**src/sv/acss_pkg.sv**
```systemverilog
// shared types and constants of the adc channel scan sequencer
package acss_pkg;

    localparam int ChannelCount = 6;
    localparam int ChanW        = 3;
    localparam int CntW         = ChanW + 1;
    localparam int EnableBits   = 6;
    localparam int SettleW      = 8;
    localparam int ByteW        = 8;
    localparam int ValueW       = 16;
    localparam int CfgIdxW      = 2;
    localparam int CfgDataW     = 8;

    // configuration register indexes
    localparam logic [CfgIdxW-1:0] CfgEnableMask  = 2'd0;
    localparam logic [CfgIdxW-1:0] CfgSettleTicks = 2'd1;
    localparam logic [CfgIdxW-1:0] CfgEightBit    = 2'd2;

    // reset values of the configuration registers
    localparam logic [EnableBits-1:0] EnableMaskReset  = 6'h3f;
    localparam logic [SettleW-1:0]    SettleTicksReset = 8'd10;

    typedef enum logic [2:0] {
        STEP_INIT     = 3'd0,
        STEP_SAMPLING = 3'd1,
        STEP_CONFIG   = 3'd2,
        STEP_WAIT     = 3'd3,
        STEP_READ     = 3'd4
    } scan_step_t;

    typedef struct packed {
        logic [EnableBits-1:0] channel_enable_mask;
        logic [SettleW-1:0]    settle_ticks;
        logic                  eight_bit_mode;
    } acss_cfg_t;

    // what one tick of the scan produces
    typedef struct packed {
        logic             start_conversion;
        logic [ChanW-1:0] mux_select;
        logic             write;
        logic [ChanW-1:0] channel;
    } acss_tick_t;

endpackage

```
**src/sv/adc_channel_scan_sequencer_core.sv**
```systemverilog
// Round-robin ADC channel scan sequencer. Each s_ word is one scheduler tick and
// yields exactly one m_ word. A tick is taken into an input register, runs through
// the scan state machine and the per-channel result store in one pass, and lands in
// an output register, from which its word shows on the m_ ports; one tick per clock is
// sustained while m_ready is high. Configuration writes go through the cfg_ channel, are
// always taken, and must only be issued while no tick is in flight.
module adc_channel_scan_sequencer_core (
    input  logic                            aclk,
    input  logic                            aresetn,
    // configuration write channel
    input  logic                            cfg_valid,
    output logic                            cfg_ready,
    input  logic [acss_pkg::CfgIdxW-1:0]    cfg_index,
    input  logic [acss_pkg::CfgDataW-1:0]   cfg_data,
    // tick input
    input  logic                            s_valid,
    output logic                            s_ready,
    input  logic                            s_converter_busy,
    input  logic [acss_pkg::ByteW-1:0]      s_result_low_byte,
    input  logic [acss_pkg::ByteW-1:0]      s_result_high_byte,
    input  logic [acss_pkg::ChanW-1:0]      s_query_channel,
    // tick result
    output logic                            m_valid,
    input  logic                            m_ready,
    output logic                            m_start_conversion,
    output logic [acss_pkg::ChanW-1:0]      m_mux_select,
    output logic                            m_sample_stored,
    output logic [acss_pkg::ValueW-1:0]     m_query_value
);

    acss_pkg::acss_cfg_t            cfg_reg;
    acss_pkg::acss_tick_t           tick;
    logic                           in_valid_reg;
    logic                           busy_reg;
    logic [acss_pkg::ByteW-1:0]     low_reg;
    logic [acss_pkg::ByteW-1:0]     high_reg;
    logic [acss_pkg::ChanW-1:0]     query_reg;
    logic                           out_valid_reg;
    logic                           start_reg;
    logic [acss_pkg::ChanW-1:0]     mux_reg;
    logic                           stored_reg;
    logic [acss_pkg::ValueW-1:0]    qval_reg;
    logic [acss_pkg::ValueW-1:0]    query_value;
    logic                           advance;

    assign cfg_ready = 1'b1;

    // configuration registers
    always_ff @(posedge aclk) begin
        if (!aresetn) begin
            cfg_reg.channel_enable_mask <= acss_pkg::EnableMaskReset;
            cfg_reg.settle_ticks        <= acss_pkg::SettleTicksReset;
            cfg_reg.eight_bit_mode      <= 1'b0;
        end else if (cfg_valid) begin
            unique case (cfg_index)
                acss_pkg::CfgEnableMask:
                    cfg_reg.channel_enable_mask <= cfg_data[acss_pkg::EnableBits-1:0];
                acss_pkg::CfgSettleTicks:
                    cfg_reg.settle_ticks <= cfg_data[acss_pkg::SettleW-1:0];
                acss_pkg::CfgEightBit:
                    cfg_reg.eight_bit_mode <= cfg_data[0];
                default: begin
                end
            endcase
        end
    end

    // pipeline flow: a tick moves on when the output register is free or draining
    assign advance = in_valid_reg && (!out_valid_reg || m_ready);
    assign s_ready = !in_valid_reg || advance;

    // input register
    always_ff @(posedge aclk) begin
        if (!aresetn) begin
            in_valid_reg <= 1'b0;
        end else if (s_ready) begin
            in_valid_reg <= s_valid;
        end
    end

    always_ff @(posedge aclk) begin
        if (s_valid && s_ready) begin
            busy_reg  <= s_converter_busy;
            low_reg   <= s_result_low_byte;
            high_reg  <= s_result_high_byte;
            query_reg <= s_query_channel;
        end
    end

    acss_scan_ctrl u_scan_ctrl (
        .aclk           (aclk),
        .aresetn        (aresetn),
        .advance        (advance),
        .converter_busy (busy_reg),
        .cfg            (cfg_reg),
        .tick           (tick)
    );

    acss_result_store u_result_store (
        .aclk             (aclk),
        .aresetn          (aresetn),
        .tick             (tick),
        .eight_bit_mode   (cfg_reg.eight_bit_mode),
        .result_low_byte  (low_reg),
        .result_high_byte (high_reg),
        .query_channel    (query_reg),
        .query_value      (query_value)
    );

    // output register
    always_ff @(posedge aclk) begin
        if (!aresetn) begin
            out_valid_reg <= 1'b0;
        end else if (advance) begin
            out_valid_reg <= 1'b1;
        end else if (m_ready) begin
            out_valid_reg <= 1'b0;
        end
    end

    always_ff @(posedge aclk) begin
        if (advance) begin
            start_reg  <= tick.start_conversion;
            mux_reg    <= tick.mux_select;
            stored_reg <= tick.write;
            qval_reg   <= query_value;
        end
    end

    assign m_valid            = out_valid_reg;
    assign m_start_conversion = start_reg;
    assign m_mux_select       = mux_reg;
    assign m_sample_stored    = stored_reg;
    assign m_query_value      = qval_reg;

endmodule

```
**src/sv/acss_scan_ctrl.sv**
```systemverilog
// scan state machine: channel round robin, settle count and converter handshake
module acss_scan_ctrl (
    input  logic                aclk,
    input  logic                aresetn,
    input  logic                advance,
    input  logic                converter_busy,
    input  acss_pkg::acss_cfg_t cfg,
    output acss_pkg::acss_tick_t tick
);

    acss_pkg::scan_step_t                step_reg, step_next;
    logic [acss_pkg::ChanW-1:0]          channel_reg, channel_next;
    logic [acss_pkg::SettleW-1:0]        settle_reg, settle_next;
    logic [acss_pkg::ChanW-1:0]          chan_inc;
    logic [acss_pkg::ChanW-1:0]          chan_wrap;
    logic                                chan_enabled;

    // state registers, updated once per tick
    always_ff @(posedge aclk) begin
        if (!aresetn) begin
            step_reg    <= acss_pkg::STEP_INIT;
            channel_reg <= '0;
            settle_reg  <= '0;
        end else if (advance) begin
            step_reg    <= step_next;
            channel_reg <= channel_next;
            settle_reg  <= settle_next;
        end
    end

    // next round-robin channel and its enable bit
    always_comb begin
        chan_inc  = channel_reg + 3'd1;
        chan_wrap = ({1'b0, chan_inc} < acss_pkg::CntW'(acss_pkg::ChannelCount)) ? chan_inc : '0;
        chan_enabled = ({1'b0, chan_wrap} < acss_pkg::CntW'(acss_pkg::EnableBits))
                       && cfg.channel_enable_mask[chan_wrap];
    end

    // next state and tick outputs
    always_comb begin
        step_next             = step_reg;
        channel_next          = channel_reg;
        settle_next           = settle_reg;
        tick.start_conversion = 1'b0;
        tick.write            = 1'b0;
        tick.channel          = channel_reg;
        unique case (step_reg)
            acss_pkg::STEP_INIT: begin
                channel_next = chan_wrap;
                if (chan_enabled) begin
                    step_next   = acss_pkg::STEP_SAMPLING;
                    settle_next = cfg.settle_ticks;
                end
            end
            acss_pkg::STEP_SAMPLING: begin
                if (settle_reg != '0) begin
                    settle_next = settle_reg - 8'd1;
                end else begin
                    step_next = acss_pkg::STEP_CONFIG;
                end
            end
            acss_pkg::STEP_CONFIG: begin
                tick.start_conversion = 1'b1;
                step_next             = acss_pkg::STEP_WAIT;
            end
            acss_pkg::STEP_WAIT: begin
                if (!converter_busy) begin
                    step_next = acss_pkg::STEP_READ;
                end
            end
            acss_pkg::STEP_READ: begin
                tick.write = advance
                    && ({1'b0, channel_reg} < acss_pkg::CntW'(acss_pkg::ChannelCount));
                step_next  = acss_pkg::STEP_INIT;
            end
            default: begin
                step_next = acss_pkg::STEP_INIT;
            end
        endcase
        tick.mux_select = channel_next;
    end

endmodule

```
**src/sv/acss_result_store.sv**
```systemverilog
// per-channel result store with query read and same-tick bypass
module acss_result_store (
    input  logic                          aclk,
    input  logic                          aresetn,
    input  acss_pkg::acss_tick_t          tick,
    input  logic                          eight_bit_mode,
    input  logic [acss_pkg::ByteW-1:0]    result_low_byte,
    input  logic [acss_pkg::ByteW-1:0]    result_high_byte,
    input  logic [acss_pkg::ChanW-1:0]    query_channel,
    output logic [acss_pkg::ValueW-1:0]   query_value
);

    logic [acss_pkg::ValueW-1:0] results_reg [acss_pkg::ChannelCount];
    logic [acss_pkg::ValueW-1:0] sample_value;
    logic                        query_in_range;

    // high byte alone or high:low word
    assign sample_value = eight_bit_mode ? {8'h00, result_high_byte}
                                         : {result_high_byte, result_low_byte};

    // store, cleared at reset
    always_ff @(posedge aclk) begin
        if (!aresetn) begin
            for (int i = 0; i < acss_pkg::ChannelCount; i++) begin
                results_reg[i] <= '0;
            end
        end else if (tick.write) begin
            results_reg[tick.channel] <= sample_value;
        end
    end

    // query read, a value stored this tick is visible
    always_comb begin
        query_in_range = {1'b0, query_channel} < acss_pkg::CntW'(acss_pkg::ChannelCount);
        if (!query_in_range) begin
            query_value = '0;
        end else if (tick.write && (tick.channel == query_channel)) begin
            query_value = sample_value;
        end else begin
            query_value = results_reg[query_channel];
        end
    end

endmodule

```
**config.mk**
```make
export PLATFORM = sky130hd
export DESIGN_NAME = adc_channel_scan_sequencer_core
export DESIGN_NICKNAME = d
export VERILOG_FILES = /design/src/sv/acss_pkg.sv /design/src/sv/adc_channel_scan_sequencer_core.sv /design/src/sv/acss_scan_ctrl.sv /design/src/sv/acss_result_store.sv
export SDC_FILE = /design/constraint.sdc
export NUM_CORES = 1
export LEC_CHECK = 0
export BUFFER_PORTS_ARGS = -buffer_cell sky130_fd_sc_hd__buf_2
export CAP_MARGIN = 10
export CORE_MARGIN = 4
export CORE_UTILIZATION = 40
export CTS_BUF_LIST = sky130_fd_sc_hd__clkbuf_4
export CTS_CLUSTER_DIAMETER = 40
export DETAILED_ROUTE_END_ITERATION = 8
export PLACE_DENSITY = 0.56
export SETUP_SLACK_MARGIN = 0.3
export SYNTH_ARGS = -nofsm -noshare
export SYNTH_HDL_FRONTEND = slang
export SYNTH_SLANG_ARGS = --single-unit
```
**constraint.sdc**
```tcl
create_clock -name aclk -period 3.4 [get_ports aclk]
set_input_delay 0 -clock aclk [delete_from_list [all_inputs] [get_ports aclk]]
set_output_delay 0 -clock aclk [all_outputs]
set_load 0.05 [all_outputs]
```
==> results of run 1 <==
per-stage QoR:
stage,util [%],cell area (sq um),setup slack (ns)
2_1_floorplan,-,8870,0.530
3_3_place_gp,44.4,9440,0.994
3_5_place_dp,44.4,9440,0.919
4_1_cts,50.0,10600,0.885
5_1_grt,50.0,10600,0.692
6_report,50.0,10600,0.882
layout by cell type (no fill, tap or decap), types with 7 or more instances in the layout:
master | Yosys | routed
a211oi_1 | 35 | 35
a21oi_1 | 13 | 13
buf_2 | 14 | 57
buf_4 | 1 | 18
clkbuf_4 | 0 | 89
clkinv_1 | 0 | 9
conb_1 | 2 | 33
dfxtp_1 | 34 | 33
dlygate4sd3_1 | 0 | 46
edfxtp_1 | 169 | 169
inv_1 | 24 | 24
mux2i_1 | 26 | 26
mux4_2 | 32 | 32
nand2_1 | 29 | 29
nand2b_1 | 9 | 9
nand3_1 | 7 | 7
nor2_1 | 98 | 98
nor2b_1 | 19 | 19
o31ai_1 | 7 | 7
or3_1 | 18 | 18
Yosys cell counts (3+ instances only):
master    number  area, sq um
a211oi_1      35          263
a21oi_1       13         65.1
a31oi_1        3         18.8
and2_1         3         18.8
and3_1         3         18.8
buf_2         14         70.1
clkbuf_1      34          128
dfxtp_1       34          681
edfxtp_1     169         5070
ha_1           3         37.5
inv_1         24         90.1
mux2_2         3         33.8
mux2i_1       26          260
mux4_2        32          721
nand2_1       29          109
nand2b_1       9         56.3
nand3_1        7         35.0
nand3b_1       6         45.0
nor2_1        98          368
nor2b_1       19          119
nor3_1         4         20.0
o211ai_1       6         45.0
o21ai_1        3         15.0
o311ai_0       6         52.6
o31ai_1        7         52.6
or3_1         18          113
xor2_1         4         35.0
cell type report:
class / instances / area, sq um / share of cell area [%]
timing repair buffer: 122 / 901 / 8.47
inverter: 26 / 97.6 / 0.917
clock inverter: 11 / 67.6 / 0.635
multi-input combinational: 389 / 2800 / 26.3
antenna: 1 / 2.50 / 0.0235
tap: 275 / 344 / 3.23
clock buffer: 89 / 668 / 6.28
sequential: 203 / 5760 / 54.1
worst register-to-register path, stage by stage, from the launching register on:
cell     delay (ns)
dfxtp_1        0.52
or3b_1         0.57
or3_1          0.54
nand2_1        0.32
buf_4          0.27
routing by layer:
layer | share of wire [%] | global-route usage, %
met5 | 0 | 0
met4 | 2.4 | 6.34
met3 | 6.0 | 3.83
met2 | 48 | 28.7
met1 | 43 | 22.5
power breakdown:
part	total, W	leakage (nW)	internal (W)	switching (W)
logic	0.000538	1.62	0.000224	0.000314
clock network	0.00224	0.442	0.00125	0.000989
registers	0.00285	2.00	0.00280	0.0000520
worst max path at each step:
stage	from	end	slack [ns]	depth (start not counted)
after global routing	u_scan_ctrl.step_reg[2]	u_result_store.results_reg[2][7]	0.69	7
after global placement	u_scan_ctrl.channel_reg[2]	u_result_store.results_reg[4][8]	0.99	4
after detailed placement	u_scan_ctrl.channel_reg[2]	u_result_store.results_reg[4][9]	0.92	4
after floorplan	m_valid	u_result_store.results_reg[3][0]	0.53	9
final	u_scan_ctrl.channel_reg[2]	u_result_store.results_reg[4][0]	0.88	4
after CTS	u_scan_ctrl.channel_reg[2]	u_result_store.results_reg[4][0]	0.89	4
repair_timing:
action,in CTS,in global routing
hold buffers,46,0
setup endpoints to repair,0,0
resized for setup,0,0
endpoints found under the hold margin,54,0
kinds of logic (layout without fill, tap and decap cells):
family,count (synthesis),after routing,synth area share [%]
AO/OA/AOI/OAI,81,81,6.59
multiplexers,61,61,11.6
XOR/XNOR,5,5,0.500
buffers and inverters,77,248,3.55
flip-flops,203,203,65.8
AND/OR/NAND/NOR,206,206,11.5
other,2,34,0.0858
adder cells (fa/ha/maj),3,3,0.429
==> run metrics, run 1 <==
DR vias=5,695; Yosys warning count=0; Hold Path Depth=2; R2R Path End=u_result_store.results_reg[4][0]; critical path's slowest cell=or3b_1; DRT Pass-1 Iters=5; MaxCap Viol Count=0; Rel. slew slack=33.9%; crit end category=flop; R2R depth=4; Worst Path Required=3.73 ns; RSZ-0062 raised after global routing=no; worst reg-to-reg setup slack=0.88 ns; Placer Congestion=0.760; die area=24,300 sq um; clk root buf=clkbuf_4; Clock transition at path regs=0.06 ns; Synth async-reset ratio=0%; Final Total Pwr=0.00563 W; Crit Reg-Reg Startpoint=u_scan_ctrl.channel_reg[2]; prevailing post-synth register cell=edfxtp_1; synth unique cells=48; Pwr Density=529 nW/um^2; vias in the first global route=6,000; IO Count=59; Final nets=835; fin. max-slew vios=0; Peak VDD IR=254 uV; slew at the pin with the worst max-slew slack=0.990 ns; Max Fclk=397 MHz; htree depth=2; cell breakdown of the critical path=or3b_1 -> or3_1 -> nand2_1 -> buf_4; Fin Clk Skew=0.0674 ns; TritonCTS buffer count=55; Cells after Synth=638; setup_tns=0 ns; Mapped Area=8750 sq um; final instance count without filler cells=1,116; dpl hpwl=13,000 microns; post-synthesis register bit count=203; Largest register FFs=128; CORE AREA=21,300 sq um; Sink Count=203; beginning of the worst hold path=s_result_high_byte[5]; DR WL/cell=18.7 microns; LEAKAGE=4.05 nW; final hold violations=0; Placed Cells=969; peak fanout along the critical path=11; WHS Endpoint=high_reg[5]; Final period util=74.0%; CTS tree=yes; clk buf depth=3; Initial Utilization=41.1%; Fillers=1,876; Crit Path Class=reg -> reg; crit-path leading delay family=simple AND/OR/NAND/NOR gates; hold slack final=0.0643 ns; Avg Cell Area, Syn=13.7 sq um; synthesis-to-finish area growth=21.6%; layout cells sized above 1=25.2%; Port Buffer Count=57; first-pass GRT wire length=32,400 microns; initial drt markers=342; postcts setup bufs=0; sequential share of the synthesized area=65.8%; initial antenna violation count=1; pin count of the biggest net entering global routing=36; Final ANT Viol Nets=0; min Tclk post-route=2.52 ns; outcome=complete, no violations; number of synthesized flops with an enable pin=169; die span in y=156 microns; Critical Path Source Type=flop; Arr. time, crit path=2.85 ns; worst min-delay path class=in -> reg; drt total wl=20,900 microns; crit path buf inv count=1; remaining global-route overflow=0; DRC Markers=0; die width=156 microns; Site Rows=53; GR Util All Layers=17.3%; via/cell ratio=5.10; crit-path max cell delay=0.57 ns; setup violators final=0; Clk Latency, worst-skew pair=0.69 ns
(Power assumes the default switching activity.)
==> run 2, diff against run 1 <==
--- a/config.mk
+++ b/config.mk
@@ -12,7 +12,7 @@
 export CTS_BUF_LIST = sky130_fd_sc_hd__clkbuf_4
 export CTS_CLUSTER_DIAMETER = 40
 export DETAILED_ROUTE_END_ITERATION = 8
-export PLACE_DENSITY = 0.56
+export PLACE_DENSITY = 0.58
 export SETUP_SLACK_MARGIN = 0.3
 export SYNTH_ARGS = -nofsm -noshare
 export SYNTH_HDL_FRONTEND = slang
==> constraint.sdc (replaced) <==
create_clock -name aclk -period 2.1 [get_ports aclk]
set_input_delay 0 -clock aclk [delete_from_list [all_inputs] [get_ports aclk]]
set_output_delay 0 -clock aclk [all_outputs]
set_load 0.05 [all_outputs]
==> run 2 against run 1 <==
  * Cell count up 2.7%
  * Worst hold slack improved by 0.026 ns
  * Non-clock buffer count rose by 34
  * Die area stayed put
  * Critical path depth increased by 1
  * Critical path type unchanged
  * Critical endpoint is now m_query_value[7]
  * Largest cell class unchanged
==> run metrics, run 2 (synthesis results as in run 1) <==
final hold violations=0; switching share of total power=24.8%; metal3 WL=1500 microns; wire length on met2=11,900 microns; via/cell ratio=5.36; DR top layer=met4; critical path's slowest cell=mux4_2; CORE AREA=21,300 sq um; WHS Endpoint=low_reg[0]; clk buf depth=3; Port Buffer Count=57; RSZ-0062 raised after global routing=yes; Net Switching=0.00226 W; Critical Path Source Type=flop; commonest cells after routing, fill and taps aside=169 x edfxtp_1, 82 x clkbuf_4, 57 x buf_2, 47 x nor2_2, 45 x dlygate4sd3_1; Final nets=872; Arr. time, crit path=2.30 ns; Sink Count=203; setup_tns=0 ns; worst reg-to-reg setup slack=0.16 ns; Hold Path Depth=2; Worst Path Required=2.46 ns; crit end category=flop; Sequential Power Share=50.4%; Crit Path Class=reg -> reg; vias in the first global route=6,443; layout cells sized above 1=45.1%; Fin Clk Skew=0.0411 ns; clk root buf=clkbuf_4; Clk network pwr share=37.9%; Pwr Density=765 nW/um^2; DR vias=6,142; Clock transition at path regs=0.07 ns; LEAKAGE=4.36 nW; cell breakdown of the critical path=buf_12 -> mux4_2 -> nor2b_1 -> a211oi_1 -> a211oi_1; R2R depth=5; min Tclk post-route=1.94 ns; beginning of the worst hold path=s_result_low_byte[0]; fin. max-slew vios=0; Largest register FFs=128; R2R Path End=m_query_value[7]; setup violators final=0; leading cell type in the layout, fill and taps excluded=edfxtp_1; DRT Pass-1 Iters=5; crit path buf inv count=1; initial antenna violation count=1; MaxCap Viol Count=0; Initial Utilization=41.1%; design area=11,900 sq um; Met1 Wirelength=9690 microns; Placer Congestion=0.798; Max Fclk=516 MHz; initial drt markers=341; die width=156 microns; htree depth=2; TritonCTS buffer count=52; Final period util=92.3%; first-pass GRT wire length=35,700 microns; CTS tree=yes; remaining global-route overflow=0; most frequent cell on the critical path=a211oi_1; Clk Latency, worst-skew pair=0.65 ns; dpl hpwl=12,900 microns; GR Util All Layers=19.1%; pin count of the biggest net entering global routing=33; crit-path leading delay family=multiplexers; Peak VDD IR=387 uV; peak fanout along the critical path=11; worst min-delay path class=in -> reg; die area=24,300 sq um; die span in y=156 microns; Pint=0.00685 W; Comb power frac=11.7%; Placed Area=9700 sq um; synthesis-to-finish area growth=36.1%; Rel. slew slack=41.3%; DR WL/cell=20.6 microns; DRC Markers=0; drt total wl=23,700 microns; fin util=56.0%; slew at the pin with the worst max-slew slack=0.880 ns; crit-path max cell delay=0.52 ns; Final ANT Viol Nets=0; Site Rows=53; outcome=complete, no violations; IO Count=59
[run 2: worst max path at each step]
stage / start / endpoint / slack (ns) / cells past startpoint
after floorplan: m_valid / u_result_store.results_reg[2][0] / -0.08 / 9
after global placement: u_scan_ctrl.channel_reg[0] / u_scan_ctrl.settle_reg[6] / 0.09 / 8
after detailed placement: u_scan_ctrl.channel_reg[0] / u_scan_ctrl.settle_reg[3] / -0.03 / 8
after CTS: u_scan_ctrl.channel_reg[1] / m_query_value[4] / 0.15 / 9
after global routing: u_scan_ctrl.settle_reg[2] / u_scan_ctrl.step_reg[1] / 0.09 / 6
final: flop / m_query_value[7] / 0.16 / 5
[run 2: cell type report]
cell class | instances | area, sq um
Clock inverter | 8 | 58.8
Clock buffer | 82 | 616
Timing Repair inverter | 1 | 7.51
Antenna cell | 1 | 2.50
Sequential cell | 203 | 5780
Multi-Input combinational cell | 394 | 3590
Timing Repair Buffer | 156 | 1390
Inverter | 26 | 129
Tap cell | 275 | 344
Fill cell | 1748 | 9370
[run 2: power by group through the flow]
stage | combinational, W | clock, W | sequential, W
after floorplan | 0.000538 | 0 | 0.00475
after global placement | 0.000854 | 0 | 0.00467
after detailed placement | 0.000867 | 0 | 0.00468
final | 0.00107 | 0.00345 | 0.00460
after global routing | 0.00114 | 0.00380 | 0.00461
after CTS | 0.00101 | 0.00356 | 0.00460
[run 2: per-layer routing]
metal	vias to the layer above	GRT usage (%)
met4	0	7.17
li1	2777	-
met2	223	32.3
met3	46	4.33
met5	-	0
met1	3096	24.2
[run 2: metrics by stage]
step	cells	hold slack (ns)	total power (W)	setup slack, ns
floorplan	669	0.0989	0.00528	-0.0754
global placement	982	0.180	0.00553	0.0864
detailed placement	982	0.180	0.00555	-0.0317
CTS	1135	0.000578	0.00917	0.147
global route	1146	0.0138	0.00955	0.0898
finish	1146	0.0903	0.00912	0.162
[run 2: worst register-to-register path: cells and delay by family, from the launching register on]
family          cells  cell delay [ns]
mux                 1             0.53
flops               1             0.42
simple gates        1             0.16
compound gates      2             0.39
buf+inv             1             0.18
[run 2: what timing repair did]
| item | 4_1_cts | 5_1_grt |
|---|---|---|
| endpoints found under the hold margin | 45 | 0 |
| pin swaps | 29 | 58 |
| setup buffers | 11 | 5 |
| resized for setup | 84 | 117 |
| setup endpoints to repair | 245 | 265 |
| gates cloned | 7 | 5 |
| hold buffers | 45 | 0 |
